`src/rtl/core/pss_pkg.sv`:
```
// ----------------------------------------------------------------------------
// pss_pkg
// Shared codes, widths and controller/datapath interface types.
// ----------------------------------------------------------------------------
`default_nettype none

package pss_pkg;

  localparam int KIND_W      = 2;
  localparam int POS_W       = 16;
  localparam int VALUE_W     = 32;
  localparam int STATUS_W    = 2;
  localparam int COUNT_OUT_W = 7;
  localparam int MOD_CNT_W   = $clog2(POS_W);

  localparam int DEF_CAPACITY   = 64;
  localparam int DEF_DATA_WIDTH = 32;

  // operation codes
  localparam logic [KIND_W-1:0] KIND_INSERT = 2'd0;
  localparam logic [KIND_W-1:0] KIND_REMOVE = 2'd1;
  localparam logic [KIND_W-1:0] KIND_READ   = 2'd2;
  localparam logic [KIND_W-1:0] KIND_CLEAR  = 2'd3;

  // result status codes
  localparam logic [STATUS_W-1:0] ST_OK    = 2'd0;
  localparam logic [STATUS_W-1:0] ST_EMPTY = 2'd1;
  localparam logic [STATUS_W-1:0] ST_FULL  = 2'd2;

  // sources for the target position register
  localparam logic [1:0] AT_CLAMP = 2'd0;
  localparam logic [1:0] AT_LAST  = 2'd1;
  localparam logic [1:0] AT_HEAD  = 2'd2;
  localparam logic [1:0] AT_REM   = 2'd3;

  // sources for the walk index register
  localparam logic IDX_COUNT = 1'b0;
  localparam logic IDX_AT    = 1'b1;

  typedef struct packed {
    logic                capture;
    logic                at_load;
    logic [1:0]          at_src;
    logic                idx_load;
    logic                idx_src;
    logic                mod_start;
    logic                mod_step;
    logic                shift_up;
    logic                shift_dn;
    logic                write_value;
    logic                read_at;
    logic                count_inc;
    logic                count_dec;
    logic                count_clear;
    logic                load_result;
    logic                use_rdata;
    logic [STATUS_W-1:0] status;
  } pss_cmd_t;

  typedef struct packed {
    logic [KIND_W-1:0] kind;
    logic              pos_neg;
    logic              pos_pos;
    logic              count_zero;
    logic              full;
    logic              up_done;
    logic              dn_done;
    logic              mod_done;
  } pss_stat_t;

endpackage

`default_nettype wire

```
`src/rtl/core/positional_sequence_store_unit.sv`:
```
// ----------------------------------------------------------------------------
// positional_sequence_store_unit
// Ordered store of up to CAPACITY words with insert, remove, read and clear.
// ----------------------------------------------------------------------------
// One transaction at a time; every operation returns one result. Clear and
// rejected operations go straight to the result; insert at position k moves
// the entries from the tail down to k, one entry moved per cycle
// through the entry memory, reading one entry while writing the previous;
// remove with a positive position first runs the bit-serial remainder over
// the 16 position bits and the load of its result, then moves the entries;
// other removes take the tail; read also runs the remainder, but not for a
// negative position, which reads the head. A
// new transaction is taken while the previous result still waits in the
// output register. No clearing pass after reset.
// ----------------------------------------------------------------------------
`default_nettype none

module positional_sequence_store_unit
  import pss_pkg::*;
#(
  parameter int CAPACITY   = DEF_CAPACITY,
  parameter int DATA_WIDTH = DEF_DATA_WIDTH
) (
  input  wire logic                     clk,
  input  wire logic                     rst,
  input  wire logic                     in_valid,
  output logic                          in_ready,
  input  wire logic [KIND_W-1:0]        kind,
  input  wire logic signed [POS_W-1:0]  position,
  input  wire logic [VALUE_W-1:0]       value,
  output logic                          out_valid,
  input  wire logic                     out_ready,
  output logic [VALUE_W-1:0]            read_value,
  output logic [STATUS_W-1:0]           status,
  output logic [COUNT_OUT_W-1:0]        element_count,
  output logic                          is_empty
);

  pss_cmd_t  cmd;
  pss_stat_t stat;

  pss_ctrl u_ctrl (
    .clk       (clk),
    .rst       (rst),
    .in_valid  (in_valid),
    .in_ready  (in_ready),
    .out_valid (out_valid),
    .out_ready (out_ready),
    .stat      (stat),
    .cmd       (cmd)
  );

  pss_dpath #(
    .CAPACITY   (CAPACITY),
    .DATA_WIDTH (DATA_WIDTH)
  ) u_dpath (
    .clk           (clk),
    .rst           (rst),
    .cmd           (cmd),
    .stat          (stat),
    .kind          (kind),
    .position      (position),
    .value         (value),
    .read_value    (read_value),
    .status        (status),
    .element_count (element_count),
    .is_empty      (is_empty)
  );

endmodule

`default_nettype wire

```
`src/rtl/core/pss_ctrl.sv`:
```
// ----------------------------------------------------------------------------
// pss_ctrl
// Sequencer: decodes the operation, runs the remainder and shift walks,
// and owns the input/output handshakes.
// ----------------------------------------------------------------------------
`default_nettype none

module pss_ctrl
  import pss_pkg::*;
(
  input  wire logic      clk,
  input  wire logic      rst,
  input  wire logic      in_valid,
  output logic           in_ready,
  output logic           out_valid,
  input  wire logic      out_ready,
  input  wire pss_stat_t stat,
  output pss_cmd_t       cmd
);

  localparam logic [3:0] S_IDLE      = 4'd0;
  localparam logic [3:0] S_DECIDE    = 4'd1;
  localparam logic [3:0] S_MOD       = 4'd2;
  localparam logic [3:0] S_MODSET    = 4'd3;
  localparam logic [3:0] S_SHIFT_UP  = 4'd4;
  localparam logic [3:0] S_SHIFT_DN  = 4'd5;
  localparam logic [3:0] S_FLUSH     = 4'd6;
  localparam logic [3:0] S_FINISH    = 4'd7;
  localparam logic [3:0] S_READ_WAIT = 4'd8;
  localparam logic [3:0] S_OUT       = 4'd9;

  logic [3:0]          state;
  logic [3:0]          state_next;
  logic [STATUS_W-1:0] st_code;
  logic [STATUS_W-1:0] st_code_next;

  assign in_ready = (state == S_IDLE);

  always_comb begin
    cmd          = '0;
    state_next   = state;
    st_code_next = st_code;
    case (state)
      S_IDLE: begin
        if (in_valid) begin
          cmd.capture = 1'b1;
          state_next  = S_DECIDE;
        end
      end
      S_DECIDE: begin
        case (stat.kind)
          KIND_CLEAR: begin
            cmd.count_clear = 1'b1;
            st_code_next    = ST_OK;
            state_next      = S_OUT;
          end
          KIND_INSERT: begin
            if (stat.full) begin
              st_code_next = ST_FULL;
              state_next   = S_OUT;
            end else begin
              cmd.at_load  = 1'b1;
              cmd.at_src   = AT_CLAMP;
              cmd.idx_load = 1'b1;
              cmd.idx_src  = IDX_COUNT;
              st_code_next = ST_OK;
              state_next   = S_SHIFT_UP;
            end
          end
          KIND_REMOVE: begin
            if (stat.count_zero) begin
              st_code_next = ST_EMPTY;
              state_next   = S_OUT;
            end else if (stat.pos_pos) begin
              cmd.mod_start = 1'b1;
              st_code_next  = ST_OK;
              state_next    = S_MOD;
            end else begin
              cmd.at_load  = 1'b1;
              cmd.at_src   = AT_LAST;
              cmd.idx_load = 1'b1;
              cmd.idx_src  = IDX_AT;
              st_code_next = ST_OK;
              state_next   = S_SHIFT_DN;
            end
          end
          default: begin
            if (stat.count_zero) begin
              st_code_next = ST_EMPTY;
              state_next   = S_OUT;
            end else if (!stat.pos_neg) begin
              cmd.mod_start = 1'b1;
              st_code_next  = ST_OK;
              state_next    = S_MOD;
            end else begin
              cmd.at_load  = 1'b1;
              cmd.at_src   = AT_HEAD;
              st_code_next = ST_OK;
              state_next   = S_FINISH;
            end
          end
        endcase
      end
      S_MOD: begin
        cmd.mod_step = 1'b1;
        if (stat.mod_done) begin
          state_next = S_MODSET;
        end
      end
      S_MODSET: begin
        cmd.at_load  = 1'b1;
        cmd.at_src   = AT_REM;
        cmd.idx_load = 1'b1;
        cmd.idx_src  = IDX_AT;
        state_next   = (stat.kind == KIND_REMOVE) ? S_SHIFT_DN : S_FINISH;
      end
      S_SHIFT_UP: begin
        if (stat.up_done) begin
          state_next = S_FLUSH;
        end else begin
          cmd.shift_up = 1'b1;
        end
      end
      S_SHIFT_DN: begin
        if (stat.dn_done) begin
          state_next = S_FLUSH;
        end else begin
          cmd.shift_dn = 1'b1;
        end
      end
      // last pending move has already been written by here
      S_FLUSH: begin
        state_next = S_FINISH;
      end
      S_FINISH: begin
        case (stat.kind)
          KIND_INSERT: begin
            cmd.write_value = 1'b1;
            cmd.count_inc   = 1'b1;
            state_next      = S_OUT;
          end
          KIND_REMOVE: begin
            cmd.count_dec = 1'b1;
            state_next    = S_OUT;
          end
          default: begin
            cmd.read_at = 1'b1;
            state_next  = S_READ_WAIT;
          end
        endcase
      end
      S_READ_WAIT: begin
        state_next = S_OUT;
      end
      S_OUT: begin
        if (!out_valid || out_ready) begin
          cmd.load_result = 1'b1;
          cmd.use_rdata   = (stat.kind == KIND_READ) && (st_code == ST_OK);
          cmd.status      = st_code;
          state_next      = S_IDLE;
        end
      end
      default: begin
        state_next = S_IDLE;
      end
    endcase
  end

  always_ff @(posedge clk) begin
    if (rst) begin
      state     <= S_IDLE;
      st_code   <= ST_OK;
      out_valid <= 1'b0;
    end else begin
      state   <= state_next;
      st_code <= st_code_next;
      if (cmd.load_result) begin
        out_valid <= 1'b1;
      end else if (out_ready) begin
        out_valid <= 1'b0;
      end
    end
  end

endmodule

`default_nettype wire

```
`src/rtl/core/pss_dpath.sv`:
```
// ----------------------------------------------------------------------------
// pss_dpath
// Entry memory, element count, position arithmetic, bit-serial remainder
// and the result register.
// ----------------------------------------------------------------------------
`default_nettype none

module pss_dpath
  import pss_pkg::*;
#(
  parameter int CAPACITY   = DEF_CAPACITY,
  parameter int DATA_WIDTH = DEF_DATA_WIDTH
) (
  input  wire logic                     clk,
  input  wire logic                     rst,
  input  wire pss_cmd_t                 cmd,
  output pss_stat_t                     stat,
  input  wire logic [KIND_W-1:0]        kind,
  input  wire logic signed [POS_W-1:0]  position,
  input  wire logic [VALUE_W-1:0]       value,
  output logic [VALUE_W-1:0]            read_value,
  output logic [STATUS_W-1:0]           status,
  output logic [COUNT_OUT_W-1:0]        element_count,
  output logic                          is_empty
);

  localparam int AW = $clog2(CAPACITY);
  localparam int CW = $clog2(CAPACITY + 1);

  logic [DATA_WIDTH-1:0] mem [CAPACITY];
  logic [DATA_WIDTH-1:0] rdata;

  logic [KIND_W-1:0]     kind_r;
  logic [POS_W-1:0]      pos_r;
  logic [DATA_WIDTH-1:0] value_r;

  logic [CW-1:0]         count;
  logic [CW-1:0]         at;
  logic [CW-1:0]         at_next;
  logic [CW-1:0]         idx;
  logic [CW-1:0]         idx_m1;
  logic [CW-1:0]         idx_p1;

  logic [CW-1:0]         rem;
  logic [CW:0]           rem_sh;
  logic [POS_W-1:0]      pshift;
  logic [MOD_CNT_W-1:0]  mcnt;

  logic                  wr_pend;
  logic [AW-1:0]         wr_addr;
  logic                  rd_en;
  logic [AW-1:0]         rd_addr;

  logic                  pos_neg;
  logic                  pos_zero;

  assign pos_neg  = pos_r[POS_W-1];
  assign pos_zero = (pos_r == '0);
  assign idx_m1   = idx - 1'b1;
  assign idx_p1   = idx + 1'b1;

  always_comb begin
    stat            = '0;
    stat.kind       = kind_r;
    stat.pos_neg    = pos_neg;
    stat.pos_pos    = !pos_neg && !pos_zero;
    stat.count_zero = (count == '0);
    stat.full       = (count >= CW'(CAPACITY));
    stat.up_done    = (idx == at);
    stat.dn_done    = ({1'b0, idx} + 1'b1) >= {1'b0, count};
    stat.mod_done   = (mcnt == MOD_CNT_W'(POS_W - 1));
  end

  // target position
  always_comb begin
    case (cmd.at_src)
      AT_CLAMP: begin
        if (pos_neg || pos_zero) begin
          at_next = '0;
        end else if (pos_r > POS_W'(count)) begin
          at_next = count;
        end else begin
          at_next = CW'(pos_r);
        end
      end
      AT_LAST: at_next = count - 1'b1;
      AT_HEAD: at_next = '0;
      default: at_next = rem;
    endcase
  end

  // one remainder bit per step: shift in the next position bit, subtract once
  assign rem_sh = {rem, pshift[POS_W-1]};

  always_ff @(posedge clk) begin
    if (cmd.capture) begin
      kind_r  <= kind;
      pos_r   <= position;
      value_r <= DATA_WIDTH'(value);
    end
    if (cmd.at_load) begin
      at <= at_next;
    end
    if (cmd.idx_load) begin
      idx <= (cmd.idx_src == IDX_AT) ? at_next : count;
    end else if (cmd.shift_up) begin
      idx <= idx_m1;
    end else if (cmd.shift_dn) begin
      idx <= idx_p1;
    end
    if (cmd.mod_start) begin
      rem    <= '0;
      pshift <= pos_r;
      mcnt   <= '0;
    end else if (cmd.mod_step) begin
      rem    <= (rem_sh >= {1'b0, count}) ? CW'(rem_sh - {1'b0, count}) : CW'(rem_sh);
      pshift <= pshift << 1;
      mcnt   <= mcnt + 1'b1;
    end
    if (cmd.shift_up) begin
      wr_addr <= idx[AW-1:0];
    end else if (cmd.shift_dn) begin
      wr_addr <= idx[AW-1:0];
    end
  end

  always_ff @(posedge clk) begin
    if (rst) begin
      count   <= '0;
      wr_pend <= 1'b0;
    end else begin
      wr_pend <= cmd.shift_up | cmd.shift_dn;
      if (cmd.count_clear) begin
        count <= '0;
      end else if (cmd.count_inc) begin
        count <= count + 1'b1;
      end else if (cmd.count_dec) begin
        count <= count - 1'b1;
      end
    end
  end

  // read issued in the cycle before the move that uses it
  always_comb begin
    rd_en   = cmd.shift_up | cmd.shift_dn | cmd.read_at;
    rd_addr = at[AW-1:0];
    if (cmd.shift_up) begin
      rd_addr = idx_m1[AW-1:0];
    end else if (cmd.shift_dn) begin
      rd_addr = idx_p1[AW-1:0];
    end
  end

  always_ff @(posedge clk) begin
    if (wr_pend) begin
      mem[wr_addr] <= rdata;
    end else if (cmd.write_value) begin
      mem[at[AW-1:0]] <= value_r;
    end
    if (rd_en) begin
      rdata <= mem[rd_addr];
    end
  end

  always_ff @(posedge clk) begin
    if (cmd.load_result) begin
      read_value    <= cmd.use_rdata ? VALUE_W'(rdata) : '0;
      status        <= cmd.status;
      element_count <= COUNT_OUT_W'(count);
      is_empty      <= (count == '0);
    end
  end

endmodule

`default_nettype wire

```
`config.mk`:
```
export PLATFORM = sky130hd
export DESIGN_NAME = positional_sequence_store_unit
export DESIGN_NICKNAME = d
export VERILOG_FILES = /design/src/rtl/core/pss_pkg.sv /design/src/rtl/core/positional_sequence_store_unit.sv /design/src/rtl/core/pss_ctrl.sv /design/src/rtl/core/pss_dpath.sv
export SDC_FILE = /design/constraint.sdc
export NUM_CORES = 2
export LEC_CHECK = 0
export ABC_CLOCK_PERIOD_IN_PS = 5400
export BUFFER_PORTS_ARGS = -buffer_cell sky130_fd_sc_hd__clkbuf_2
export CAP_MARGIN = 5
export CORE_ASPECT_RATIO = 0.7
export CORE_UTILIZATION = 45
export CTS_BUF_LIST = sky130_fd_sc_hd__clkbuf_4 sky130_fd_sc_hd__clkbuf_8
export CTS_CLUSTER_DIAMETER = 30
export CTS_CLUSTER_SIZE = 8
export DETAILED_ROUTE_END_ITERATION = 12
export HOLD_SLACK_MARGIN = 0.1
export PLACE_DENSITY_LB_ADDON = 0.15
export SLEW_MARGIN = 20
export SYNTH_ARGS = -nofsm -noshare
export SYNTH_HDL_FRONTEND = slang
export SYNTH_SLANG_ARGS = --single-unit
```
`constraint.sdc`:
```
create_clock -name clk -period 5.4 [get_ports clk]
set_clock_uncertainty 0.15 [all_clocks]
set_input_delay 0.81 -clock clk [delete_from_list [all_inputs] [get_ports clk]]
set_output_delay 0.81 -clock clk [all_outputs]
set_load 0.005 [all_outputs]
```
==> results.md <==
- Placer congestion estimate: 0.873
- DP Area: 0.0956 sq mm
- Via-per-instance ratio: between 5 and 6
- Layout cells sized above 1: 16.4%
- Status: complete, no violations
- WL per Instance: ~28 um
- Unrepaired setup endpoints after global routing: no
- Mapped cell area: 0.0891 sq mm
- Final min period: 5.24 ns
- I/O pin count: between 90 and 100
- Worst EP required: 5.96 ns
- CTS Sinks: approximately 2200
- Initial antenna violation count: 30
- CTS tree: built
- CP arrival: 5.80 ns
- All-layer global routing usage: 28.3%
- Die Ht: ~370 um
- Root buf cell: clkbuf_8
- H-Tree Depth: 5
- Most frequent cells in the layout: 2208 x edfxtp_1, 1916 x nand2_1, 1038 x nand3_1, 409 x clkbuf_8, 268 x buf_4
- Fin crit share: 97.0%
- Vias in the first global route: 55900
- Post-synthesis net count: 6832
- Largest net degree at the start of global routing: between 100 and 150
- Place WS: -0.0809 ns
- Worst hold slack: around 0.25 ns
- Final nets: 7322
- DRT Pass-1 Iters: 6
- Worst hold path class: in2reg
- Gr ovfl total: 0
- # fillers: 16500
- Syn-to-layout area delta: 17.0%
- CTS buffer count: 396
- Chip width: 534 um
- Synth Warn #: 0
- Post-route ant nets: 0
- Worst-path fanout max: 23
- Total negative slack: 0 ns
- Residual DRC count: 0
- Fin util: 53.1%
- Std-Cell Rows: roughly 140
- R2r setup slk: 0.16 ns
- Final WS setup: 0.163 ns
- Most common cell after layout, fill and taps aside: edfxtp_1
- Syn Area/Cell: 13.2 sq um
- Fmax: 0.191 GHz
- Pins over their slew limit: 0
- Initial DRC Count: 8710
- Multi-input logic area: 0.0210 sq mm
- Distinct cells, synth: 69
- Die area: 0.200 sq mm
- Ys flop type: edfxtp_1
- Sequential Area: 0.0668 sq mm
- Number of flops mapped to enable cells by yosys: 2208
- Worst-Margin Slew: roughly 1.0 ns
- Clk slew on worst S/H paths: 0.06 ns
- Routed wire length: 286000 um
- Final Hold Fails: 0
- Register bit count reported by yosys: 2234
- Max-Cap Viols: 0
- DP HPWL: around 160000 um
- Pwr per Cell Area: 451 mW/mm^2
- VDD IR max: 0.308 mV
- Lkg Pwr: 35.6 nW
- Global-route wire length before repair: 408000 um
- Worst skew pair latency: 0.98 ns
- Critical path class: reg2reg
- Max Root-Sink Buffers: 4
- Port bufs: between 90 and 100
- Critical path startpoint category: flip-flop
- Final setup viols: 0
- Vias: 59700
- Design area: 0.104 sq mm
- Starting Density: a little under half
- Post-synthesis sequential area ratio: 75.0%
- Cells after Synth: 6745
- Core area: between 0.15 and 0.2 sq mm
- Rel. slew slack: 30.1%
- Post-synth ARST share: 0%
- Crit path capture type: flip-flop
==> per-stage QoR <==
step	instances	power, mW
6_report	10100	47.1
5_1_grt	10100	48.7
4_1_cts	10100	47.0
3_5_place_dp	9404	30.8
3_3_place_gp	9403	30.8
2_1_floorplan	6745	26.1
==> final cells by class <==
cell class | instances | share of cell area, %
clock inverter | 179 | 1.79
tap | 2622 | 3.15
clock buffer | 477 | 5.89
antenna | 10 | 0.0240
inverter | 25 | 0.0900
timing repair buffer | 518 | 4.84
multi-input combinational | 4060 | 20.1
sequential | 2234 | 64.1
==> cells in the mapped netlist, drive strengths merged, types with 21 or more instances <==
| cell type | count | area share, % |
|---|---|---|
| a21oi | 51 | 0.31 |
| a31oi | 198 | 1.4 |
| a32oi | 78 | 0.77 |
| and2 | 44 | 0.31 |
| buf | 234 | 1.3 |
| clkbuf | 192 | 0.81 |
| dfxtp | 26 | 0.58 |
| edfxtp | 2208 | 74 |
| ha | 32 | 0.45 |
| inv | 25 | 0.11 |
| mux2 | 47 | 0.59 |
| mux2i | 87 | 0.98 |
| nand2 | 1918 | 8.1 |
| nand2b | 36 | 0.25 |
| nand3 | 1038 | 5.8 |
| nand4 | 109 | 0.77 |
| nor2 | 113 | 0.48 |
| nor3 | 24 | 0.13 |
| o2111ai | 28 | 0.28 |
| o211ai | 35 | 0.29 |
| o21ai | 52 | 0.29 |
| or4 | 21 | 0.18 |
| xnor2 | 21 | 0.21 |
==> critical path: stages, from the launching register on <==
cell and delay (ns):
edfxtp_1 0.42, buf_4 0.21, ha_1 0.25, nand2_1 0.12
xnor2_1 0.08, ha_1 0.19, or3_1 0.33, a211oi_2 0.23
and2_2 0.31, a211oi_2 0.14, a21o_4 0.24, buf_12 0.19
buf_12 0.20, buf_4 0.20, a21oi_1 0.16, a32oi_1 0.08
o2111ai_1 0.47, a31oi_1 0.38, or4_1 0.60
==> registers in the layout (all words and copies together), names as in the netlist, 2 cells and up <==
name,count
u_dpath.status,2
u_dpath.pos_r,16
u_dpath.value_r,32
u_dpath.pshift,16
u_dpath.read_value,32
u_dpath.wr_addr,6
u_dpath.rdata,32
u_dpath.kind_r,2
u_ctrl.st_code,2
u_dpath.count,7
u_dpath.rem,7
u_dpath.mem,2048
u_ctrl.state,4
u_dpath.mcnt,4
u_dpath.idx,7
u_dpath.element_count,7
u_dpath.at,7
==> metal layers <==
metal / routed length [um] / GRT usage [%] / share of wire [%]
met5: 137 / 0 / 0.048
met4: 5080 / 6.35 / 1.8
met3: 33600 / 7.53 / 12
met2: 118000 / 38.8 / 41
met1: 129000 / 44.4 / 45
==> worst paths after layout <==
check,start,end,cells past startpoint
max,u_dpath.idx[0]$_DFFE_PP_,u_dpath.rdata[13]$_DFFE_PP_,18
min,in_valid,u_ctrl.state[1]$_SDFFE_PP0P_,5
max reg2reg,u_dpath.idx[0]$_DFFE_PP_,u_dpath.rdata[13]$_DFFE_PP_,18
min reg2reg,u_ctrl.st_code[0]$_SDFFE_PP0P_,u_ctrl.st_code[0]$_SDFFE_PP0P_,2
==> cell families after synthesis <==
group / Yosys count / synth area share [%]
xor gates and xnor gates: 31 / 0.305
AOI/OAI and AO/OA: 514 / 4.00
and+or+nand+nor: 3344 / 16.3
DFF: 2234 / 75.0
adders and majority gates: 33 / 0.472
buffers and inverters: 451 / 2.23
muxes: 138 / 1.67
==> where the power goes <==
group | internal [mW] | total [mW] | switching (mW)
registers | 19.9 | 20.2 | 0.291
logic | 3.11 | 10.6 | 7.44
clock network | 9.25 | 16.3 | 7.06
==> repair_timing <==
action / CTS / global route
resized for setup: 3 / 10
endpoints found under the hold margin: 58 / 0
setup buffers: 0 / 3
endpoints found under the setup margin: 2 / 14
pin swaps: 0 / 2
hold buffers: 52 / 0
gates cloned: 0 / 0
Power figures use the tool's default switching activity.
